===== src/sv/mailbox_message_deframer_assert.svh =====
// Assertion macros used by the mailbox message deframer top level.
`ifndef MAILBOX_MESSAGE_DEFRAMER_ASSERT_SVH
`define MAILBOX_MESSAGE_DEFRAMER_ASSERT_SVH

// Same-cycle implication, checked on every rising clock edge outside reset.
`define MMD_ASSERT_NOW(label, ante, cons, msg) \
    label: assert property (@(posedge i_clk) disable iff (!i_rst_n) \
        (ante) |-> (cons)) else $error(msg);

// Next-cycle implication, checked on every rising clock edge outside reset.
`define MMD_ASSERT_NEXT(label, ante, cons, msg) \
    label: assert property (@(posedge i_clk) disable iff (!i_rst_n) \
        (ante) |=> (cons)) else $error(msg);

`endif


===== src/sv/mmd_pkg.sv =====
// Package: types and constants of the mailbox message deframer.
package mmd_pkg;

    localparam int NUM_SLOTS  = 8;
    localparam int LEN_W      = 9;
    localparam int SLOT_W     = 3;
    localparam int QDEPTH     = 2;
    localparam int QPTR_W     = $clog2(QDEPTH);
    localparam int QCNT_W     = $clog2(QDEPTH + 1);

    localparam logic [LEN_W-1:0] MAX_LEN   = 9'd511;
    localparam logic [7:0]       ADDR_BIAS = 8'd5;

    // Result item kinds
    typedef enum logic [1:0] {
        KIND_HDR_ACCEPT  = 2'd0,
        KIND_HDR_DROP    = 2'd1,
        KIND_PAY_KEEP    = 2'd2,
        KIND_PAY_DISCARD = 2'd3
    } t_kind;

    // Classified beat handed from the front end to the back end
    typedef struct packed {
        t_kind              kind;
        logic [SLOT_W-1:0]  slot;
        logic [7:0]         remote;
        logic [LEN_W-1:0]   length;
        logic [31:0]        payload;
        logic [2:0]         count;
        logic [LEN_W-1:0]   offset;
        logic               msg_end;
        logic               keep;
        logic               complete;
        logic [LEN_W-1:0]   position;
    } t_cmd;

    // Finished result item
    typedef struct packed {
        t_kind              kind;
        logic [SLOT_W-1:0]  slot;
        logic [7:0]         remote;
        logic [LEN_W-1:0]   length;
        logic [31:0]        payload;
        logic [2:0]         count;
        logic [LEN_W-1:0]   offset;
        logic               msg_end;
        logic               done;
        logic [LEN_W-1:0]   total;
    } t_result;

endpackage


===== src/sv/mmd_front.sv =====
// Front end: header/payload framing and classification of each mailbox beat.
module mmd_front
    import mmd_pkg::*;
(
    input  logic        i_clk,
    input  logic        i_rst_n,
    input  logic        i_accept,
    input  logic [31:0] i_dword,
    input  logic [7:0]  i_mask,
    output t_cmd        o_cmd
);

    logic                r_in_msg, n_in_msg;
    logic                r_drop, n_drop;
    logic [LEN_W-1:0]    r_left, n_left;
    logic [LEN_W-1:0]    r_pos, n_pos;
    logic [SLOT_W-1:0]   r_slot, n_slot;
    logic [7:0]          r_remote, n_remote;
    logic [LEN_W-1:0]    r_len, n_len;
    logic                r_complete, n_complete;

    logic [7:0]          slot8;
    logic [LEN_W-1:0]    hdr_len;
    logic                active;
    logic [2:0]          nbytes;
    logic [31:0]         payload;

    // Header decode
    always_comb begin
        hdr_len = i_dword[24:16];
        if (hdr_len > MAX_LEN) begin
            hdr_len = MAX_LEN;
        end
        slot8  = i_dword[15:8] - ADDR_BIAS;
        active = (slot8 < 8'(NUM_SLOTS)) && (slot8 < 8'd8) && i_mask[slot8[2:0]];
    end

    // Payload lane selection
    always_comb begin
        nbytes = (r_left < 9'd4) ? r_left[2:0] : 3'd4;
        unique case (nbytes)
            3'd0:    payload = 32'd0;
            3'd1:    payload = {24'd0, i_dword[7:0]};
            3'd2:    payload = {16'd0, i_dword[15:0]};
            3'd3:    payload = {8'd0, i_dword[23:0]};
            default: payload = i_dword;
        endcase
    end

    // Next framing state and classified beat
    always_comb begin
        n_in_msg   = r_in_msg;
        n_drop     = r_drop;
        n_left     = r_left;
        n_pos      = r_pos;
        n_slot     = r_slot;
        n_remote   = r_remote;
        n_len      = r_len;
        n_complete = r_complete;
        o_cmd      = '0;
        if (!r_in_msg) begin
            n_remote   = i_dword[7:0];
            n_len      = hdr_len;
            n_complete = i_dword[31];
            n_left     = hdr_len;
            n_pos      = '0;
            n_drop     = !active;
            n_slot     = slot8[SLOT_W-1:0];
            o_cmd.kind = active ? KIND_HDR_ACCEPT : KIND_HDR_DROP;
        end else begin
            n_left       = r_left - LEN_W'(nbytes);
            n_pos        = r_pos + LEN_W'(nbytes);
            o_cmd.kind   = r_drop ? KIND_PAY_DISCARD : KIND_PAY_KEEP;
            o_cmd.payload = payload;
            o_cmd.count  = nbytes;
            o_cmd.offset = r_pos;
        end
        o_cmd.slot     = n_slot;
        o_cmd.remote   = n_remote;
        o_cmd.length   = n_len;
        o_cmd.keep     = !n_drop;
        o_cmd.complete = n_complete;
        o_cmd.position = n_pos;
        o_cmd.msg_end  = (n_left == '0);
        n_in_msg       = (n_left != '0);
        if (n_left == '0) begin
            n_drop = 1'b0;
        end
    end

    // Framing state registers
    always_ff @(posedge i_clk) begin
        if (!i_rst_n) begin
            r_in_msg   <= 1'b0;
            r_drop     <= 1'b0;
            r_left     <= '0;
            r_pos      <= '0;
            r_slot     <= '0;
            r_remote   <= '0;
            r_len      <= '0;
            r_complete <= 1'b0;
        end else if (i_accept) begin
            r_in_msg   <= n_in_msg;
            r_drop     <= n_drop;
            r_left     <= n_left;
            r_pos      <= n_pos;
            r_slot     <= n_slot;
            r_remote   <= n_remote;
            r_len      <= n_len;
            r_complete <= n_complete;
        end
    end

endmodule


===== src/sv/mmd_queue.sv =====
// Short queue of classified beats between front end and back end.
module mmd_queue
    import mmd_pkg::*;
(
    input  logic i_clk,
    input  logic i_rst_n,
    input  logic i_push,
    input  t_cmd i_data,
    output logic o_full,
    input  logic i_pop,
    output logic o_empty,
    output t_cmd o_data
);

    t_cmd              r_mem [QDEPTH];
    logic [QPTR_W-1:0] r_wptr;
    logic [QPTR_W-1:0] r_rptr;
    logic [QCNT_W-1:0] r_count;
    logic              do_push;
    logic              do_pop;

    assign o_full  = (r_count == QCNT_W'(QDEPTH));
    assign o_empty = (r_count == '0);
    assign o_data  = r_mem[r_rptr];
    assign do_push = i_push && !o_full;
    assign do_pop  = i_pop && !o_empty;

    // Entry storage
    always_ff @(posedge i_clk) begin
        if (do_push) begin
            r_mem[r_wptr] <= i_data;
        end
    end

    // Pointers and fill count
    always_ff @(posedge i_clk) begin
        if (!i_rst_n) begin
            r_wptr  <= '0;
            r_rptr  <= '0;
            r_count <= '0;
        end else begin
            if (do_push) begin
                r_wptr <= r_wptr + 1'b1;
            end
            if (do_pop) begin
                r_rptr <= r_rptr + 1'b1;
            end
            if (do_push && !do_pop) begin
                r_count <= r_count + 1'b1;
            end else if (do_pop && !do_push) begin
                r_count <= r_count - 1'b1;
            end
        end
    end

endmodule


===== src/sv/mmd_back.sv =====
// Back end: per-slot transfer totals, completion and the result register.
module mmd_back
    import mmd_pkg::*;
(
    input  logic    i_clk,
    input  logic    i_rst_n,
    input  logic    i_q_empty,
    input  t_cmd    i_cmd,
    output logic    o_q_pop,
    input  logic    i_pop,
    output logic    o_empty,
    output t_result o_res
);

    logic [LEN_W-1:0] r_totals [NUM_SLOTS];
    logic             r_valid;
    t_result          r_res;
    t_result          n_res;
    logic [LEN_W:0]   sum;
    logic [LEN_W-1:0] sat;
    logic             upd;

    assign o_q_pop = !i_q_empty && (!r_valid || i_pop);
    assign o_empty = !r_valid;
    assign o_res   = r_res;
    assign upd     = o_q_pop && i_cmd.msg_end && i_cmd.keep;

    // Total update with saturation
    always_comb begin
        sum = {1'b0, r_totals[i_cmd.slot]} + {1'b0, i_cmd.position};
        sat = (sum > {1'b0, MAX_LEN}) ? MAX_LEN : sum[LEN_W-1:0];
    end

    // Result assembly
    always_comb begin
        n_res         = '0;
        n_res.kind    = i_cmd.kind;
        n_res.slot    = i_cmd.slot;
        n_res.remote  = i_cmd.remote;
        n_res.length  = i_cmd.length;
        n_res.payload = i_cmd.payload;
        n_res.count   = i_cmd.count;
        n_res.offset  = i_cmd.offset;
        n_res.msg_end = i_cmd.msg_end;
        if (i_cmd.msg_end && i_cmd.keep) begin
            n_res.total = sat;
            n_res.done  = i_cmd.complete;
        end
    end

    // Slot totals
    always_ff @(posedge i_clk) begin
        if (!i_rst_n) begin
            for (int s = 0; s < NUM_SLOTS; s++) begin
                r_totals[s] <= '0;
            end
        end else if (upd) begin
            r_totals[i_cmd.slot] <= i_cmd.complete ? '0 : sat;
        end
    end

    // Result register
    always_ff @(posedge i_clk) begin
        if (!i_rst_n) begin
            r_valid <= 1'b0;
        end else if (o_q_pop) begin
            r_valid <= 1'b1;
        end else if (i_pop) begin
            r_valid <= 1'b0;
        end
    end

    always_ff @(posedge i_clk) begin
        if (o_q_pop) begin
            r_res <= n_res;
        end
    end

endmodule


===== src/sv/mailbox_message_deframer.sv =====
// Top level of the mailbox message deframer.
// Takes one mailbox dword per cycle (push/full) and gives one result item per
// dword (empty/pop), in order. A dword outside a message is a header; the
// following dwords carry up to four payload bytes each until the header's length
// is used up. At the end of a kept message the slot's running total is updated
// and reported; with the complete flag it is also marked done and cleared.
// Throughput is one dword per clock while not full. From push to the result ports
// a dword passes through the two-entry queue between the framing front end and
// the back end, then through the result register that holds the slot-total update.
// The active-slot mask is written through the cfg channel, which is always ready.
`include "mailbox_message_deframer_assert.svh"
module mailbox_message_deframer
    import mmd_pkg::*;
(
    input  logic              i_clk,
    input  logic              i_rst_n,
    input  logic              i_push,
    output logic              o_full,
    input  logic [31:0]       i_mailbox_dword,
    output logic              o_empty,
    input  logic              i_pop,
    output logic [1:0]        o_item_kind,
    output logic [2:0]        o_slot_index,
    output logic [7:0]        o_remote_address,
    output logic [8:0]        o_message_length,
    output logic [31:0]       o_payload_word,
    output logic [2:0]        o_byte_count,
    output logic [8:0]        o_byte_offset,
    output logic              o_message_end,
    output logic              o_transfer_done,
    output logic [8:0]        o_transfer_total,
    input  logic              i_cfg_valid,
    output logic              o_cfg_ready,
    input  logic [7:0]        i_cfg_data
);

    logic [7:0] r_mask;
    t_cmd       front_cmd;
    t_cmd       q_cmd;
    logic       q_empty;
    logic       q_pop;
    logic       accept;
    t_result    res;

    // Active-slot mask register
    assign o_cfg_ready = 1'b1;
    always_ff @(posedge i_clk) begin
        if (!i_rst_n) begin
            r_mask <= '0;
        end else if (i_cfg_valid && o_cfg_ready) begin
            r_mask <= i_cfg_data;
        end
    end

    assign accept = i_push && !o_full;

    mmd_front u_front (
        .i_clk    (i_clk),
        .i_rst_n  (i_rst_n),
        .i_accept (accept),
        .i_dword  (i_mailbox_dword),
        .i_mask   (r_mask),
        .o_cmd    (front_cmd)
    );

    mmd_queue u_queue (
        .i_clk   (i_clk),
        .i_rst_n (i_rst_n),
        .i_push  (i_push),
        .i_data  (front_cmd),
        .o_full  (o_full),
        .i_pop   (q_pop),
        .o_empty (q_empty),
        .o_data  (q_cmd)
    );

    mmd_back u_back (
        .i_clk     (i_clk),
        .i_rst_n   (i_rst_n),
        .i_q_empty (q_empty),
        .i_cmd     (q_cmd),
        .o_q_pop   (q_pop),
        .i_pop     (i_pop),
        .o_empty   (o_empty),
        .o_res     (res)
    );

    // Result fields
    assign o_item_kind      = res.kind;
    assign o_slot_index     = res.slot;
    assign o_remote_address = res.remote;
    assign o_message_length = res.length;
    assign o_payload_word   = res.payload;
    assign o_byte_count     = res.count;
    assign o_byte_offset    = res.offset;
    assign o_message_end    = res.msg_end;
    assign o_transfer_done  = res.done;
    assign o_transfer_total = res.total;

    // Checks
    `MMD_ASSERT_NOW(a_done_at_end, !o_empty && o_transfer_done, o_message_end,
        "transfer_done without message_end")
    `MMD_ASSERT_NOW(a_drop_no_total,
        !o_empty && (o_item_kind == KIND_HDR_DROP || o_item_kind == KIND_PAY_DISCARD),
        !o_transfer_done && o_transfer_total == '0,
        "dropped message reports a transfer")
    `MMD_ASSERT_NOW(a_hdr_no_bytes,
        !o_empty && (o_item_kind == KIND_HDR_ACCEPT || o_item_kind == KIND_HDR_DROP),
        o_byte_count == '0 && o_payload_word == '0 && o_byte_offset == '0,
        "header result carries payload")
    `MMD_ASSERT_NEXT(a_result_follows, !q_empty && o_empty, !o_empty,
        "queued beat not moved to the result register")

endmodule


===== config.mk =====
export PLATFORM = sky130hd
export DESIGN_NAME = mailbox_message_deframer
export DESIGN_NICKNAME = d
export VERILOG_FILES = /design/src/sv/mmd_pkg.sv /design/src/sv/mmd_front.sv /design/src/sv/mmd_queue.sv /design/src/sv/mmd_back.sv /design/src/sv/mailbox_message_deframer.sv
export VERILOG_INCLUDE_DIRS = /design/src /design/src/sv
export SDC_FILE = /design/constraint.sdc
export NUM_CORES = 1
export LEC_CHECK = 0
export ABC_AREA = 1
export BUFFER_PORTS_ARGS = -buffer_cell sky130_fd_sc_hd__buf_4
export CAP_MARGIN = 20
export CORE_MARGIN = 1.5
export CORE_UTILIZATION = 53
export DETAILED_ROUTE_END_ITERATION = 16
export MAX_ROUTING_LAYER = met4
export PLACE_DENSITY_LB_ADDON = 0.3
export SLEW_MARGIN = 20
export SYNTH_ARGS = -nofsm -noshare
export SYNTH_HDL_FRONTEND = slang
export SYNTH_SLANG_ARGS = --single-unit

===== constraint.sdc =====
create_clock -name i_clk -period 4.8 [get_ports i_clk]
set_input_delay 0.72 -clock i_clk [delete_from_list [all_inputs] [get_ports i_clk]]
set_output_delay 0.72 -clock i_clk [all_outputs]
set_load 0.005 [all_outputs]

Word-level counts from Yosys, hierarchy flattened
Memories as Yosys holds them, arrays and structs flattened. A register that Yosys moved wholly into a read port is not among the register bits.
Index checks and enable logic that the tools add are counted.
Cells by class
  add/subtract/negate cells: 8
  order comparisons: 5
  equal/unequal tests: 4
  muxes and demuxes: 34
  reduce and logical (&&, ||, !) cells: 24
Operators by type and width (number)
  $pmux W32 S4: 1
  $mux W9: 7
  $mux W44: 1
  $mux W1: 17
  $add A9 B9 Y10: 1
  $gt A10 B9 Y1 const B: 1
  $add A9 B3 Y9: 1
  $gt A9 B9 Y1 const B: 1
  $logic_and A1 B1 Y1: 9
  $logic_not A9 Y1: 1
  $lt A9 B3 Y1 const B: 1
  $mux W3: 3
  $reduce_bool A9 Y1: 1
  $reduce_or A9 Y1: 1
  $sub A9 B3 Y9: 1
  $lt A8 B4 Y1 const B: 1
  $mux W8: 1
  $sub A8 B3 Y8 const B: 1
  $logic_not A1 Y1: 7
  $eq A3 B2 Y1 const B: 2
  $mux W2: 3
  $lt A3 B4 Y1 const B: 1
  $reduce_bool A2 Y1: 2
  $bmux W1 S3: 1
  8 further kinds: 9
Storage, ports and cells
  flip-flop bits (word level): 131
  RAM bits: 228
  output and inout bits: 80
  word-level logic and storage cells: 100
  memories kept: 2
Memories
  u_queue.r_mem: depth 2, bits a word 78, read ports 1, clocked after Yosys merged registers in 1, wr ports 1, line mmd_queue.sv:15  | t_cmd r_mem [QDEPTH];
  u_back.r_totals: depth 8, bits a word 9, read ports 1, clocked after Yosys merged registers in 0, wr ports 8, line mmd_back.sv:15  | logic [LEN_W-1:0] r_totals [NUM_SLOTS];

Longest topological paths before layout
  depth after elaboration: 10
  depth in mapped cells: 26

Hierarchy
Synthesis repeated with hierarchy kept, for this count alone.
Second synthesis, totals
  cells, all modules: 1309
  area, all modules: 15362.2 µm²
By module, submodules not included
  mmd_back: instances 1, cells an instance 480, area an instance 6144.6 µm², sequential area each 4494.3 µm²
  mmd_queue: instances 1, cells an instance 281, area an instance 5949.5 µm², sequential area each 4784.6 µm²
  mmd_front: instances 1, cells an instance 493, area an instance 2892.8 µm², sequential area each 820.8 µm²
  mailbox_message_deframer: instances 1, cells an instance 55, area an instance 375.4 µm², sequential area each 160.2 µm²

Worst setup path after synthesis
OpenSTA, ideal clock, no wires.
  path type: input -> register
  start point: in i_push
  end point: mem u_queue.r_mem[1][0] (netlist bit) (enable)
  arrival time: 4.367 ns
  data required time: 4.283 ns
  path slack: -0.083 ns
  cell stages on the path: 3
  path buffers: 1
  cells stage by stage: o21ai_1 clkbuf_1 nor2_1
On the way
  word-level cells in the longest chain between the ends: 3
Ends and longest elaborated chain
  start, declared: line mailbox_message_deframer.sv:17  | input logic i_push,
  $logic_and A1 B1 Y1: line mmd_queue.sv:25  | assign do_push = i_push && !o_full;
  $mux W1: line mmd_queue.sv:30  | if (do_push) begin
  $mux W1 (not written as such): line mmd_queue.sv:31  | r_mem[r_wptr] <= i_data;
  end, declared: line mmd_queue.sv:15
No other way between the ends.

==> impl_metrics.toml <==
[placement]
port_buffers = 123
placed_cell_area_sq_um = 16200
place.detailed.hpwl_um = 20400
dpl.cell_count = 1836
gp_congestion = 0.921

[logic_synthesis]
synth_top_family_by_area = "simple AND/OR/NAND/NOR gates"
yosys_warnings = 0
synth.mux.area_fraction = 0.000675
ys_types = 46
ys_ff_latch = 360
syn_area_sq_um = 14800
synth_xor_area_frac = 0.00354
yosys.area_share.adder = 0.0153
synthArstFlopShare = 0
synth-compound-area-share = 0.0627
synth_top_area_frac = 0.617
yosys.area.top_type = "edfxtp_1"
synth_seq_area_share = 0.692
synth-simple-area-share = 0.183
yosys-top-cells-area = "edfxtp_1 62%, nand2_1 9.4%, dfxtp_1 7.4%"
synth.avg_cell_area_sq_um = 10.9
synth_flop_cell = "edfxtp_1"
synth_edf_count = 305
synthCells = 1367

[global_route]
grtUsageMet1 = 0.306
met3_usage = 0.0340
grt_overflow = 0
busiest_layer = "met2"
grt_pass1_wl_um = 50300
met2_usage = 0.376
antenna_found_initial = 0
grt_max_degree = 82
grt_use_total = 0.232
first_global_vias = 9647

[sta]
setup_violations = 0
finalHoldViolations = 0
tightestPinTransition_ps = 918
fin_skew_ps = 18.3
grt_setup_unrepaired = "false"
maxSlewHeadroom = 0.388
final-max-slew-violation-count = 0
fmax_mhz = 254
tns_ps = 0
min_period_ps = 3940
finalCritPeriodShare = 0.821

[setup_path]
endpoint_kind = "flop"
worstPathRequired_ps = 5050
cp.arrival_ps = 4190
crit_fanout = 9
criticalPathCategory = "reg2reg"
start_kind = "flop"

[power]
power_w = 0.0113
power_density_nw_per_um2 = 652
peakVddDrop_uv = 318
leakage_nw = 7.28

[clock_network]
cts_sinks = 360
hold_buffers = 0
cts.path.max_buffers = 3
cts_root_buffer = "clkbuf_16"
post-cts-setup-buffer-count = 0
cts_resized = 0
cts_made_buffers = 37
clk_latency_ps = 520
cts.htree.levels = 2
clkTransAtPathRegs_ps = 60
cts_tree = "yes"

[route]
drt_iter0_drc = 836
ant_nets = 0
route.detailed.wl_per_inst_um = 16.7
drcViolationCount = 0
viasPerCell = 5.24
drt_pass1_iterations = 6
num_vias = 9975
routed_wl_um = 31800

[layout]
final_common_cell = "nand2_1"
n_antenna_cell = 0
finalNonFillerCells = 1905
fin_nets = 1560
mostFrequentLayoutCells = "371 x nand2_1, 305 x edfxtp_1, 197 x nor2_1"
fill_cells = 2213
drive_gt1_frac = 0.153
fin_area_sq_um = 17400
final_core_util = 0.629
syn2layout_area_growth_pct = 17.1

[status]
status = "completed"

[floorplanning]
io-pin-count = 125
dieArea_sq_um = 29000
die_y_um = 170
core_sq_um = 27600
rows = 61
start_util = 0.537
dieWidth_um = 170

[run]
cap_viol_max_count = 0

[min_path]
hold_path_class = "in2reg"
==> flip-flops by register name, summed over array words and instances (netlist names), 8 cells and up, named ones only <==
name / flops
u_back.r_totals: 72
u_back.o_res: 77
r_mask: 8
u_front.r_remote: 8
u_front.r_pos: 9
u_front.r_left: 9
u_queue.r_mem: 156
u_front.r_len: 9
==> layer usage <==
metal	wire length, um	vias up
li1	-	4862
met1	13900	4747
met2	15200	309
met3	1910	57
met4	715	0
met5	0	-
==> cell type report <==
cell class | count | area, sq um | area share
Tap cell | 378 | 473 | 0.0272
Clock inverter | 7 | 65.1 | 0.00374
Clock buffer | 61 | 1110 | 0.0638
Timing Repair Buffer | 134 | 1040 | 0.0601
Inverter | 122 | 459 | 0.0264
Multi-Input combinational cell | 843 | 3960 | 0.228
Sequential cell | 360 | 10300 | 0.591
==> synth_stat cells, drive strengths merged, types with 2 or more instances <==
cell type,count
a21o,2
a21oi,41
a31oi,9
and2,2
buf,7
clkbuf,36
clkinv,3
dfxtp,55
edfxtp,305
fa,2
ha,15
inv,119
nand2,386
nand3,30
nand4,3
nor2,200
nor3,21
nor4,2
o2111ai,2
o211ai,6
o21a,2
o21ai,72
o22a,5
o22ai,22
or2,7
or3,4
xor2,5
==> final timing paths <==
kind                               startpoint                             endpoint  slack (ps)  cells past startpoint
setup reg to reg                         flop  u_back.r_totals[4][8]$_SDFFCE_PN0P_         860                     24
setup / recovery                         flop  u_back.r_totals[4][8]$_SDFFCE_PN0P_         860                     24
hold reg to reg   u_queue.r_rptr$_SDFFE_PN0P_                                 flop         450                      1
hold / removal                  i_cfg_data[2]               r_mask[2]$_SDFFE_PN0P_         420                      3
==> kinds of logic after synthesis <==
kind of cell,Yosys count
simple gates,655
buf+inv,165
mux,1
xor+xnor,6
other cells,1
flops,360
fa+ha+maj,17
compound gates,162
==> metrics by stage <==
stage          worst slack, ps  hold WS [ps]
3_3_place_gp              1000           434
5_1_grt                    412           435
3_5_place_dp               922           438
2_1_floorplan             1020           426
4_1_cts                    893           411
6_report                   859           423
==> power breakdown <==
group / leakage, nW / total (W) / internal (W) / switching [W]
logic: 3.27 / 0.00396 / 0.00132 / 0.00264
registers: 3.44 / 0.00461 / 0.00435 / 0.000256
clock network: 0.569 / 0.00277 / 0.00163 / 0.00114
==> worst max-delay path, cell delays in order (launching register included) <==
cell and delay, ps:
dfxtp_4 400, clkinv_2 60, or2_1 210, nand2_2 130, inv_2 100, nor3_2 260
inv_2 150, or2_1 240, o2111ai_1 110, inv_1 70, ha_1 230, inv_1 80
fa_1 190, inv_1 60, nand3_1 90, a21oi_1 70, o21ai_0 230, nand2_1 80
nand2_1 90, nand2_1 50, a21oi_1 150, xor2_1 200, nand2_1 70, nand2_1 270
nor2_1 90
Note: power is estimated with default switching activity, not from simulation.
